$ cat src/rtl/sfhp_pkg.sv
// Shared types, constants and coefficient tables for the first-harmonic power block.
package sfhp_pkg;

   localparam int NUM_CHANNELS_DEFAULT = 4;
   localparam int RING_DEPTH           = 15;
   localparam int TABLE_LENGTH         = 12;
   localparam int SAMPLES_PER_BLOCK    = 8;
   localparam int CHANNEL_W            = 2;
   localparam int SAMPLE_W             = 22;
   localparam int COEF_W               = 11;
   localparam int PROD_W               = 32;
   localparam int ACC_W                = 36;
   localparam int PRE_SHIFT            = 5;
   localparam int SH_W                 = ACC_W - PRE_SHIFT;
   localparam int SQ_W                 = 2 * SH_W;
   localparam int TOTAL_W              = SQ_W + 1;
   localparam int OUT_SHIFT            = 14;
   localparam int POWER_W              = 46;
   localparam int IDX_W                = 4;
   localparam int STEP_W               = $clog2(SAMPLES_PER_BLOCK);
   localparam int HEAD_HALVED          = 3;
   localparam int TAIL_HALVED          = RING_DEPTH - 3;
   localparam int PHASE_PRE            = 8;
   localparam int PHASE_ADVANCE        = 4;
   localparam int START_ADVANCE        = SAMPLES_PER_BLOCK - 1;
   localparam int REQ_TDATA_W          = SAMPLES_PER_BLOCK * SAMPLE_W;
   localparam int RSP_TDATA_W          = ((POWER_W + 7) / 8) * 8;

   typedef enum logic [2:0] {
      ST_IDLE,
      ST_SETUP,
      ST_MUL,
      ST_DRAIN,
      ST_SQUARE,
      ST_SUM,
      ST_FINISH
   } state_type;

   typedef struct packed {
      logic              load;
      logic              setup;
      logic              clear;
      logic              mul;
      logic [STEP_W-1:0] step;
      logic              square;
      logic              sum;
      logic              out_load;
   } cmd_type;

   typedef struct packed {
      logic chan_ok;
   } status_type;

   function automatic logic signed [COEF_W-1:0] cos_coef(input logic [IDX_W-1:0] idx);
      logic signed [COEF_W-1:0] c;
      case (idx)
         4'd0:    c = -11'sd591;
         4'd1:    c = -11'sd683;
         4'd2:    c = -11'sd591;
         4'd3:    c = -11'sd341;
         4'd4:    c = 11'sd0;
         4'd5:    c = 11'sd341;
         4'd6:    c = 11'sd591;
         4'd7:    c = 11'sd683;
         4'd8:    c = 11'sd591;
         4'd9:    c = 11'sd341;
         4'd10:   c = 11'sd0;
         4'd11:   c = -11'sd341;
         default: c = 11'sd0;
      endcase
      return c;
   endfunction

   function automatic logic signed [COEF_W-1:0] sin_coef(input logic [IDX_W-1:0] idx);
      logic signed [COEF_W-1:0] c;
      case (idx)
         4'd0:    c = 11'sd341;
         4'd1:    c = 11'sd0;
         4'd2:    c = -11'sd341;
         4'd3:    c = -11'sd591;
         4'd4:    c = -11'sd683;
         4'd5:    c = -11'sd591;
         4'd6:    c = -11'sd341;
         4'd7:    c = 11'sd0;
         4'd8:    c = 11'sd341;
         4'd9:    c = 11'sd591;
         4'd10:   c = 11'sd683;
         4'd11:   c = 11'sd591;
         default: c = 11'sd0;
      endcase
      return c;
   endfunction

   // halve by arithmetic shift when asked, then sign-extend to accumulator width
   function automatic logic signed [ACC_W-1:0] widen_term(input logic signed [PROD_W-1:0] v,
                                                          input logic half);
      logic signed [PROD_W-1:0] h;
      h = half ? (v >>> 1) : v;
      return {{(ACC_W-PROD_W){h[PROD_W-1]}}, h};
   endfunction

endpackage

$ cat src/rtl/sfhp_ctrl.sv
// Sequencing state machine for the first-harmonic power block.
module sfhp_ctrl (
   input  logic                 clock,
   input  logic                 reset,
   input  logic                 req_tvalid,
   output logic                 req_tready,
   output logic                 rsp_tvalid,
   input  logic                 rsp_tready,
   input  sfhp_pkg::status_type status,
   output sfhp_pkg::cmd_type    cmd
);

   localparam logic [sfhp_pkg::STEP_W-1:0] LAST_STEP =
      sfhp_pkg::STEP_W'(sfhp_pkg::SAMPLES_PER_BLOCK - 1);

   sfhp_pkg::state_type             state_ff, state_in;
   logic [sfhp_pkg::STEP_W-1:0]     step_ff, step_in;
   logic                            rsp_valid_ff, rsp_valid_in;

   always_ff @(posedge clock) begin
      if (reset) begin
         state_ff     <= sfhp_pkg::ST_IDLE;
         step_ff      <= '0;
         rsp_valid_ff <= 1'b0;
      end else begin
         state_ff     <= state_in;
         step_ff      <= step_in;
         rsp_valid_ff <= rsp_valid_in;
      end
   end

   always_comb begin
      state_in   = state_ff;
      step_in    = step_ff;
      cmd        = '0;
      req_tready = 1'b0;
      unique case (state_ff)
         sfhp_pkg::ST_IDLE: begin
            req_tready = 1'b1;
            if (req_tvalid) begin
               cmd.load = 1'b1;
               state_in = sfhp_pkg::ST_SETUP;
            end
         end
         sfhp_pkg::ST_SETUP: begin
            cmd.setup = 1'b1;
            step_in   = '0;
            if (status.chan_ok) begin
               state_in = sfhp_pkg::ST_MUL;
            end else begin
               cmd.clear = 1'b1;
               state_in  = sfhp_pkg::ST_FINISH;
            end
         end
         sfhp_pkg::ST_MUL: begin
            cmd.mul  = 1'b1;
            cmd.step = step_ff;
            step_in  = step_ff + sfhp_pkg::STEP_W'(1);
            if (step_ff == LAST_STEP) begin
               state_in = sfhp_pkg::ST_DRAIN;
            end
         end
         sfhp_pkg::ST_DRAIN: begin
            state_in = sfhp_pkg::ST_SQUARE;
         end
         sfhp_pkg::ST_SQUARE: begin
            cmd.square = 1'b1;
            state_in   = sfhp_pkg::ST_SUM;
         end
         sfhp_pkg::ST_SUM: begin
            cmd.sum  = 1'b1;
            state_in = sfhp_pkg::ST_FINISH;
         end
         sfhp_pkg::ST_FINISH: begin
            if (!rsp_valid_ff || rsp_tready) begin
               cmd.out_load = 1'b1;
               state_in     = sfhp_pkg::ST_IDLE;
            end
         end
         default: begin
            state_in = sfhp_pkg::ST_IDLE;
         end
      endcase
   end

   always_comb begin
      if (cmd.out_load) begin
         rsp_valid_in = 1'b1;
      end else if (rsp_tready) begin
         rsp_valid_in = 1'b0;
      end else begin
         rsp_valid_in = rsp_valid_ff;
      end
   end

   assign rsp_tvalid = rsp_valid_ff;

endmodule

$ cat config.mk
export PLATFORM = sky130hd
export DESIGN_NAME = sfhp_ctrl
export DESIGN_NICKNAME = d
export VERILOG_FILES = /design/src/rtl/sfhp_pkg.sv /design/src/rtl/sfhp_ctrl.sv
export SDC_FILE = /design/constraint.sdc
export NUM_CORES = 1
export LEC_CHECK = 0
export BUFFER_PORTS_ARGS = -buffer_cell sky130_fd_sc_hd__buf_2
export CORE_AREA = 2 2 39 41
export DETAILED_ROUTE_END_ITERATION = 7
export DIE_AREA = 0 0 41 43
export HOLD_SLACK_MARGIN = 0.03
export PLACE_DENSITY = 0.6
export SYNTH_ARGS = -nofsm -noshare
export SYNTH_HDL_FRONTEND = slang
export SYNTH_SLANG_ARGS = --single-unit
$ cat constraint.sdc
create_clock -name clock -period 1.9 [get_ports clock]
set_clock_uncertainty 0.05 [all_clocks]
set_input_delay 0.19 -clock clock [delete_from_list [all_inputs] [get_ports clock]]
set_output_delay 0.19 -clock clock [all_outputs]
set_load 0.01 [all_outputs]
# Word-level counts from Yosys, hierarchy flattened
# Cells that the tools add are included.
[classes]
n_addsub = 1
eq_ne = 10
mux = 18
reduce_logical = 6
[op_table]
columns = ["cell", "count"]
rows = [
  ["$pmux W3 S7", 1],
  ["$eq A3 B3 Y1 const B", 4],
  ["$mux W3", 4],
  ["$mux W1", 10],
  ["$eq A3 B2 Y1 const B", 2],
  ["$ne A2 B2 Y1 const B", 3],
  ["$pmux W3 S2", 1],
  ["$mux W4", 1],
  ["$reduce_bool A2 Y1", 2],
  ["$add A3 B1 Y3 const B", 1],
  ["$eq A3 B1 Y1 const B", 1],
  ["$logic_not A3 Y1", 1],
  ["$reduce_and A3 Y1", 1],
  ["$mux W2", 1],
  ["$logic_not A1 Y1", 1],
  ["$logic_or A1 B1 Y1", 1],
]
[totals]
register_bits = 7
input_bits = 5
output_inout_bits = 12
word_cells = 38

# Logic depth before layout (Yosys ltp)
# Gate-level depths: netlist (run 1).
[logic_depth]
ltp_word = 5
ltp_mapped = 5
mapped_depth_nobuf = 4

# Worst setup path after synthesis (run 1)
# No wires, ideal clock.
[synth_path]
path_type = "flip-flop to flip-flop"
startpoint = "register step_ff[0] in the netlist's numbering"
endpoint = "register state_ff[0]"
setup_ns = 0.103
arrival_time_ns = 1.017
required_time_ns = 1.747
path_slack_ns = 0.730
path_stages_with_launch = 5
path_buffers = 0
synth_period_minus_slack_ns = 1.170
cell_sequence = "dfxtp_1 -> ha_1 -> ha_1 -> nand2_2 -> a2111oi_2"
[synth_via]
elab_chain_cells = 3
[synth_rtl]
columns = ["item", "line", "text"]
rows = [
  ["start: declaration", "sfhp_ctrl.sv:17", "logic [sfhp_pkg::STEP_W-1:0] step_ff, step_in;"],
  ["start signal: assignment", "sfhp_ctrl.sv:27", "step_ff <= step_in;"],
  ["$eq A3 B3 Y1", "sfhp_ctrl.sv:59", "if (step_ff == LAST_STEP) begin"],
  ["$ne A2 B2 Y1 (no source line)", "-", ""],
  ["$reduce_and A3 Y1 (no source line)", "-", ""],
  ["end signal: assignment", "sfhp_ctrl.sv:22", "state_ff <= sfhp_pkg::ST_IDLE;"],
  ["end signal: assignment", "sfhp_ctrl.sv:26", "state_ff <= state_in;"],
  ["end: declaration", "sfhp_ctrl.sv:16", "sfhp_pkg::state_type state_ff, state_in;"],
]
# Every way passes these cells.
# A chain may end at the register's enable or synchronous reset.

==> results.py, run 1 <==
metrics = {
    "synth": {
        "synth_xor_xnor_area_share_pct": 0,
        "syn_inst": 56,
        "seq_area_frac_synth_pct": 31.5,
        "synth-adder-area-share_pct": 5.62,
        "yosysTopAreaCell": "dfxtp_1",
        "ys.flop_type": "dfxtp_1",
        "muxShareOfSynthArea_pct": 0,
        "synth_area_leaders": "dfxtp_1 (31%), ha_1 (5.6%), nand3_1 (5.6%)",
        "synth_area_sq_um": 445,
        "synthSimpleGateAreaFrac_pct": 37.1,
        "synth_edf_count": 0,
        "syn_area_per_cell_sq_um": 7.95,
        "synth_cell_types": 25,
        "synth-seq-cells": 7,
        "yosysTopAreaCellShare_pct": 31.5,
        "synth-compound-area-share_pct": 15.4,
        "yosysWarnings": 0,
        "ys_top_cells_by_count": "dfxtp_1 (7), nand2_1 (6), nand3_1 (5), nor2_1 (5)",
        "syn_nets": 63,
        "async_reset_ff_share_pct": 0,
        "synth_top_family_by_area": "simple AND/OR/NAND/NOR gates",
        "synth_most_common_cell": "dfxtp_1",
    },
    "layout": {
        "nNetsFinal": 81,
        "drive_gt1_share_pct": 32.9,
        "diodes": 0,
        "fin_util_pct": 39.3,
        "area_delta_synth_final_pct": 22.2,
    },
    "clocking": {
        "clockRootBuffer": "clkbuf_4",
        "clock_sinks": 7,
        "postCtsHoldBufs": 0,
        "cts.repair.resized": 0,
        "clockBufferDepth": 2,
        "numCtsBuffers": 3,
        "htreeDepth": 1,
        "post-cts-setup-buffers": 0,
        "path_clk_slew_ns": 0.05,
        "clk_latency_ns": 0.26,
        "cts_tree": "built",
    },
    "detailed_routing": {
        "finalWirelength_microns": 968,
        "drc": 0,
        "ant_nets": 0,
        "drt_iter0_drc": 10,
        "vias_per_cell": 5.08,
        "num_vias": 452,
        "drtPass1Iterations": 4,
        "avgRoutedWirePerCell_microns": 10.9,
    },
    "timing": {
        "slew_headroom_pct": 75.5,
        "fmax_ghz": 0.585,
        "finalSetupTns_ns": 0,
        "period_share_pct": 89.9,
        "setup_slack_ns": 0.192,
        "rsz0062_at_grt": "false",
        "period_minus_slack_ns": 1.71,
        "setup_viol": 0,
        "worst_pin_slew_ns": 0.367,
        "timing.final.max_slew_violations": 0,
        "hold_viol_final": 0,
    },
    "place": {
        "dpl_worst_slack_ns": 0.472,
        "port_buffers": 16,
        "gp_congestion": 0.746,
    },
    "global_routing": {
        "antenna_found_initial": 0,
        "grt_pass1_wl_mm": 1.44,
        "grtUsageMet1_pct": 15.5,
        "grt_use_total_pct": 12.6,
        "busiest_layer": "met2",
        "met2_usage_pct": 16.6,
        "overflow": 0,
        "grt_max_degree": 13,
        "grt_pass1_vias": 349,
        "gr-usage-met3_pct": 1.57,
    },
    "critical_path": {
        "critPathCaptureType": "output port",
        "cp_num_buf_inv": 1,
        "worstPathArrival_ns": 1.47,
        "slowest_delay_ns": 0.54,
        "critical_path_class": "register to output port",
        "cp_cell_sequence": "and2b_1 > and3_1 > buf_2",
        "crit_family": "simple AND/OR/NAND/NOR gates",
        "crit_path_max_fanout": 12,
        "startpoint_type": "register",
        "cp.required_ns": 1.66,
        "slowest_stage": "dfxtp_1",
    },
    "power": {
        "ir_worst_vdd_mv": 0.409,
        "leakagePower_nw": 0.258,
        "p_per_area_nw_per_um2": 771,
    },
    "run_status": {
        "status": "completed",
    },
    "floorplan": {
        "dieArea_sq_um": 1760,
        "num_rows": 14,
        "ios": 17,
        "start_util_pct": 32.2,
        "die_y_microns": 43,
        "fp.coreArea_sq_um": 1380,
        "die_w_microns": 41,
    },
    "run": {
        "maxCapViolations": 0,
    },
    "hold_path": {
        "holdCritPathClass": "input pin to register",
    },
}
[through the flow]
stage / total power, mW / instances / cell area (sq um) / hold WS (ns)
2_1_floorplan: 0.253 / 56 / 445 / 0.209
3_3_place_gp: 0.279 / 85 / 518 / 0.418
3_5_place_dp: 0.280 / 85 / 518 / 0.422
4_1_cts: 0.424 / 89 / 544 / 0.148
5_1_grt: 0.443 / 89 / 544 / 0.150
6_report: 0.420 / 89 / 544 / 0.139
[worst paths after layout]
check                   start     endpoint  slack (ns)  cells after the start
hold reg to reg    step_ff[2]   step_ff[2]        0.45                      2
hold / removal          reset  state_ff[2]        0.14                      2
setup reg to reg  state_ff[1]   step_ff[1]        0.62                      3
setup / recovery  state_ff[1]       cmd[4]        0.19                      3
[final cells by class]
class / instances / area, sq um
Clock buffer: 4 / 26.3
Fill cell: 152 / 840
Timing Repair Buffer: 18 / 95.1
Inverter: 1 / 3.75
Multi-Input combinational cell: 43 / 259
Tap cell: 16 / 20.0
Sequential cell: 7 / 140
[worst reg2reg max path, stage by stage (launching register included)]
cell and delay (ns):
dfxtp_1 0.54, and2b_1 0.35, nand3_1 0.12, a31oi_1 0.16
[layout by cell type, fill, tap and decap left out]
cell type   n
nand2_2     1
nor3_1      3
nor3_2      1
o21ai_0     1
nand2b_1    1
and2_1      2
or3b_1      1
o211ai_1    1
nand3_1     5
and3_1      3
clkinv_1    1
a21oi_1     3
a31oi_1     3
clkbuf_4    3
clkbuf_1    1
o21bai_1    1
nand2_1     6
buf_2      16
a2111oi_2   1
nor2b_1     1
nor2_1      5
ha_1        2
and2b_1     1
nand3b_1    1
dfxtp_1     7
buf_4       2
[flip-flops by register name (all words and copies together) (netlist names)]
register    count
state_ff        3
rsp_tvalid      1
step_ff         3
[per-layer routing]
layer	routed length (microns)	vias up
li1	-	233
met1	459	200
met2	409	14
met3	61	5
met4	38	0
met5	0	-
[kinds of logic (layout without fill, tap and decap cells)]
kind of cell | count (synthesis) | in the layout
AOI/OAI and AO/OA | 10 | 10
and+or+nand+nor | 31 | 31
adders and majority gates | 2 | 2
buffers and inverters | 6 | 23
DFF | 7 | 7
[power breakdown]
part	total (mW)	leakage [nW]	internal, mW	switching, mW
registers	0.170	0.0570	0.157	0.0128
logic	0.106	0.186	0.0461	0.0603
clock network	0.144	0.0150	0.0807	0.0630
(Power assumes the default switching activity.)
==> inputs of run 2 (changes only) <==
==> constraint.sdc (replaced) <==
create_clock -name clock -period 1.9 [get_ports clock]
set_clock_uncertainty 0.05 [all_clocks]
set_input_delay 0.095 -clock clock [delete_from_list [all_inputs] [get_ports clock]]
set_output_delay 0.095 -clock clock [all_outputs]
set_load 0.01 [all_outputs]
==> run 2 against run 1 <==
Routed wire length grew 2.6%. Final area shrank 2.8%. Non-clock buffer count shrank 2. Critical path depth is the same. Combinational power shrank 16%. Total power shrank 2.2%. Sequential share of layout area grew 0.73 points.
==> results.py, run 2 (synthesized netlist as in run 1, its figures left out) <==
metrics = {
    "detailed_routing": {
        "drt_iter0_drc": 2,
        "finalWirelength_microns": 993,
        "vias_per_cell": 5.10,
        "drc": 0,
        "drtPass1Iterations": 2,
        "num_vias": 444,
        "avgRoutedWirePerCell_microns": 11.4,
        "ant_nets": 0,
    },
    "critical_path": {
        "r2r_cells": 3,
        "critPathCaptureType": "output port",
        "cp_num_buf_inv": 2,
        "cp_cell_sequence": "clkinv_1 > and3_1 > buf_2",
        "critPathLaunch": "state_ff[2]",
        "r2r_start": "state_ff[2]",
        "startpoint_type": "register",
        "worstPathArrival_ns": 1.59,
        "crit_family": "flip-flops",
        "slowest_delay_ns": 0.57,
        "rr_endpoint": "state_ff[1]",
        "crit_path_max_fanout": 13,
        "cp.required_ns": 1.75,
        "ff2ff_setup_slack_ns": 0.48,
        "slowest_stage": "dfxtp_1",
        "critical_path_class": "register to output port",
    },
    "clocking": {
        "clockBufferDepth": 2,
        "clk_latency_ns": 0.25,
        "cts_tree": "built",
        "clockRootBuffer": "clkbuf_4",
        "post-cts-setup-buffers": 0,
        "clock_sinks": 7,
        "postCtsHoldBufs": 0,
        "numCtsBuffers": 3,
        "htreeDepth": 1,
        "cts.repair.resized": 0,
        "path_clk_slew_ns": 0.06,
    },
    "layout": {
        "diodes": 0,
        "seqCellArea_sq_um": 140,
        "area_delta_synth_final_pct": 18.8,
        "nNetsFinal": 79,
        "layout_commonest_cell": "buf_2",
        "layout_common_cells": "buf_2 (16), dfxtp_1 (7), nand2_1 (6)",
        "final_cells": 87,
        "fill_cells": 155,
        "drive_gt1_share_pct": 31.0,
        "multi_input_area_sq_um": 259,
    },
    "place": {
        "hpwl_microns": 642,
        "port_buffers": 16,
        "gp_congestion": 0.768,
        "placed_cells": 83,
        "dpl_worst_slack_ns": 0.469,
    },
    "power": {
        "ir_worst_vdd_mv": 0.286,
        "seq_power_share_pct": 44.7,
        "leakagePower_nw": 0.248,
        "p_sw_mw": 0.133,
        "p_per_area_nw_per_um2": 776,
        "p_int_mw": 0.278,
        "p_sw_share_pct": 32.4,
        "power.share.combinational_pct": 21.7,
        "pwr-share-clk_pct": 33.6,
    },
    "global_routing": {
        "grt_use_total_pct": 13.4,
        "grt_pass1_vias": 345,
        "antenna_found_initial": 0,
        "overflow": 0,
        "grt_pass1_wl_mm": 1.56,
        "grt_max_degree": 14,
    },
    "timing": {
        "rsz0062_at_grt": "false",
        "setup_slack_ns": 0.167,
        "fmax_ghz": 0.577,
        "timing.final.max_slew_violations": 0,
        "setup_viol": 0,
        "finalSetupTns_ns": 0,
        "worst_pin_slew_ns": 0.414,
        "period_minus_slack_ns": 1.73,
        "period_share_pct": 91.2,
        "slew_headroom_pct": 72.3,
        "hold_viol_final": 0,
    },
    "hold_path": {
        "worstHoldStart": "reset",
        "min_path_cells": 2,
        "hold_path_end": "state_ff[0]",
        "holdCritPathClass": "input pin to register",
    },
    "run": {
        "maxCapViolations": 0,
    },
    "floorplan": {
        "die_w_microns": 41,
        "fp.coreArea_sq_um": 1380,
        "dieArea_sq_um": 1760,
        "num_rows": 14,
        "ios": 17,
        "start_util_pct": 32.2,
        "die_y_microns": 43,
    },
    "run_status": {
        "status": "completed",
    },
}
## run 2: cell count changes in the layout (fill, tap and decap cells not counted)
| cell | delta |
|---|---|
| buf_4 | -2 |
## run 2: per-stage QoR
step,cell area (sq um),util [%],hold slack (ns),total power [mW]
finish,529,38.2,0.0632,0.411
detailed placement,503,36.3,0.330,0.275
CTS,529,38.2,0.0521,0.416
global placement,503,36.3,0.321,0.274
floorplan,445,-,0.114,0.253
global route,529,38.2,0.0567,0.440
## run 2: routing by layer
metal  track usage, %  part of all wire [%]  vias up
li1                 -                     -      229
met1             21.0                    53      202
met2             13.8                    40       11
met3             3.14                   5.6        2
met4             12.0                   1.2        0
met5                0                     0        -
## run 2: layout make-up
cell class              instances  area share, %
flip-flops and latches          7           26.5
clock buffers                   4           4.96
well taps                      16           3.78
multi-input cells              43           48.9
repair buffers                 16           15.1
inverters                       1          0.709
## run 2: power by group through the flow
stage / sequential, mW / clock [mW] / combinational (mW)
floorplan: 0.167 / 0 / 0.0866
finish: 0.184 / 0.138 / 0.0892
CTS: 0.183 / 0.144 / 0.0896
detailed placement: 0.186 / 0 / 0.0889
global placement: 0.186 / 0 / 0.0883
global route: 0.185 / 0.153 / 0.102
## run 2: how the worst max path moves through the flow
stage | end | cells after the start
3_3_place_gp | cmd[3] | 3
4_1_cts | cmd[3] | 3
3_5_place_dp | cmd[5] | 3
6_report | cmd[5] | 3
5_1_grt | cmd[4] | 3
2_1_floorplan | state_ff[0] | 4
## run 2: worst register-to-register path: stages (launching register included)
cell      delay (ns)
dfxtp_1         0.57
clkinv_1        0.37
o21ai_0         0.24
a21oi_1         0.08
==> inputs of run 3 (changes only) <==
--- a/config.mk
+++ b/config.mk
@@ -7,6 +7,7 @@
 export LEC_CHECK = 0
 export BUFFER_PORTS_ARGS = -buffer_cell sky130_fd_sc_hd__buf_2
 export CORE_AREA = 2 2 39 41
+export CTS_BUF_LIST = sky130_fd_sc_hd__clkbuf_2 sky130_fd_sc_hd__clkbuf_4 sky130_fd_sc_hd__clkbuf_8
 export DETAILED_ROUTE_END_ITERATION = 7
 export DIE_AREA = 0 0 41 43
 export HOLD_SLACK_MARGIN = 0.03
==> run 3 against run 2 <==
Combinational power is 0.6% lower. Core utilization is 0.27 points higher. Routed wire length is 1.7% lower. Sequential cell count stayed put. Worst setup slack worse by 0.0047 ns. Register-to-register slack hardly changed. Largest power group unchanged. First-iteration DRC count is 100% higher.
==> results.py, run 3 (synthesized netlist as in run 1, its figures left out) <==
metrics = {
    "timing": {
        "period_share_pct": 91.5,
        "setup_slack_ns": 0.162,
        "hold_viol_final": 0,
        "rsz0062_at_grt": "false",
        "timing.final.max_slew_violations": 0,
        "setup_viol": 0,
        "fmax_ghz": 0.575,
        "slew_headroom_pct": 72.2,
        "period_minus_slack_ns": 1.74,
        "worst_pin_slew_ns": 0.417,
        "finalSetupTns_ns": 0,
    },
    "critical_path": {
        "cp.required_ns": 1.75,
        "r2r_cells": 3,
        "startpoint_type": "register",
        "slowest_stage": "dfxtp_1",
        "cp_cell_sequence": "clkinv_1 > and3_1 > buf_2",
        "critPathCaptureType": "output port",
        "slowest_delay_ns": 0.57,
        "critical_path_class": "register to output port",
        "worstPathArrival_ns": 1.59,
        "crit_path_max_fanout": 13,
    },
    "layout": {
        "final_cell_area_sq_um": 533,
        "seqCellArea_sq_um": 140,
        "drive_gt1_share_pct": 32.4,
        "diodes": 0,
        "fill_cells": 153,
        "area_delta_synth_final_pct": 19.7,
        "layout_common_cells": "buf_2 (16), dfxtp_1 (7), nand2_1 (6)",
        "layout_commonest_cell": "buf_2",
        "nNetsFinal": 79,
        "multi_input_area_sq_um": 259,
    },
    "clocking": {
        "numCtsBuffers": 3,
        "cts.repair.resized": 0,
        "clk_latency_ns": 0.25,
        "htreeDepth": 1,
        "clockBufferDepth": 2,
        "postCtsHoldBufs": 0,
        "clockRootBuffer": "clkbuf_4",
        "path_clk_slew_ns": 0.06,
        "clock_sinks": 7,
        "cts_tree": "built",
        "post-cts-setup-buffers": 0,
    },
    "place": {
        "port_buffers": 16,
        "placed_area_sq_um": 503,
        "gp_congestion": 0.768,
        "hpwl_microns": 642,
        "dpl_worst_slack_ns": 0.469,
    },
    "detailed_routing": {
        "ant_nets": 0,
        "num_vias": 444,
        "drtPass1Iterations": 2,
        "finalWirelength_microns": 976,
        "drt_iter0_drc": 4,
        "drc": 0,
        "avgRoutedWirePerCell_microns": 11.2,
        "vias_per_cell": 5.10,
    },
    "global_routing": {
        "grt_max_degree": 14,
        "gr-usage-met3_pct": 3.14,
        "met2_usage_pct": 13.8,
        "busiest_layer": "met1",
        "grt_use_total_pct": 13.5,
        "grtUsageMet1_pct": 21.4,
        "overflow": 0,
        "grt_pass1_wl_mm": 1.57,
        "antenna_found_initial": 0,
        "grt_pass1_vias": 347,
    },
    "power": {
        "seq_power_share_pct": 43.0,
        "p_total_mw": 0.426,
        "pwr-share-clk_pct": 36.2,
        "p_sw_share_pct": 31.5,
        "p_per_area_nw_per_um2": 800,
        "ir_worst_vdd_mv": 0.286,
        "p_sw_mw": 0.134,
        "leakagePower_nw": 0.251,
        "p_int_mw": 0.292,
        "power.share.combinational_pct": 20.8,
    },
    "hold_path": {
        "min_path_cells": 2,
        "holdCritPathClass": "input pin to register",
    },
    "floorplan": {
        "die_w_microns": 41,
        "start_util_pct": 32.2,
        "ios": 17,
        "fp.coreArea_sq_um": 1380,
        "die_y_microns": 43,
        "dieArea_sq_um": 1760,
        "num_rows": 14,
    },
    "run_status": {
        "status": "completed",
    },
    "run": {
        "maxCapViolations": 0,
    },
}
## run 3: power groups by stage
stage                     Combinational [mW]  Clock [mW]  Sequential (mW)
after detailed placement              0.0889           0            0.186
after global routing                   0.102       0.170            0.185
final                                 0.0887       0.154            0.183
after global placement                0.0883           0            0.186
after CTS                             0.0896       0.160            0.183
after floorplan                       0.0866           0            0.167
## run 3: area by class of cell
cell class	instances	share of cell area [%]
clock buffers	4	5.63
flip-flops and latches	7	26.3
inverters	1	0.704
multi-input cells	43	48.6
well taps	16	3.76
repair buffers	16	15.0
## run 3: path summary, 6_finish.rpt
path | startpoint | slack [ns] | end
min | reset | 0.06 | state_ff[0]
min reg2reg | step_ff[2] | 0.45 | step_ff[2]
max | state_ff[2] | 0.16 | cmd[5]
max reg2reg | state_ff[2] | 0.47 | state_ff[1]
## run 3: critical path, delay by kind of cell (launching register included)
family / cells / cell delay (ns)
buf+inv: 2 / 0.49
simple gates: 1 / 0.27
flops: 1 / 0.57
## run 3: per-stage QoR
step / hold slack, ns / utilization (%) / cells
after floorplan: 0.114 / - / 56
after global placement: 0.321 / 36.3 / 83
after detailed placement: 0.330 / 36.3 / 83
after CTS: 0.0521 / 38.5 / 87
after global routing: 0.0551 / 38.5 / 87
final: 0.0605 / 38.5 / 87
## run 3: per-layer routing
metal  vias up  wire, microns  part of all wire, %
met4         0             12                  1.2
met3         2             56                  5.7
met2        11            404                   41
li1        228              -                    -
met5         -              0                    0
met1       203            501                   51
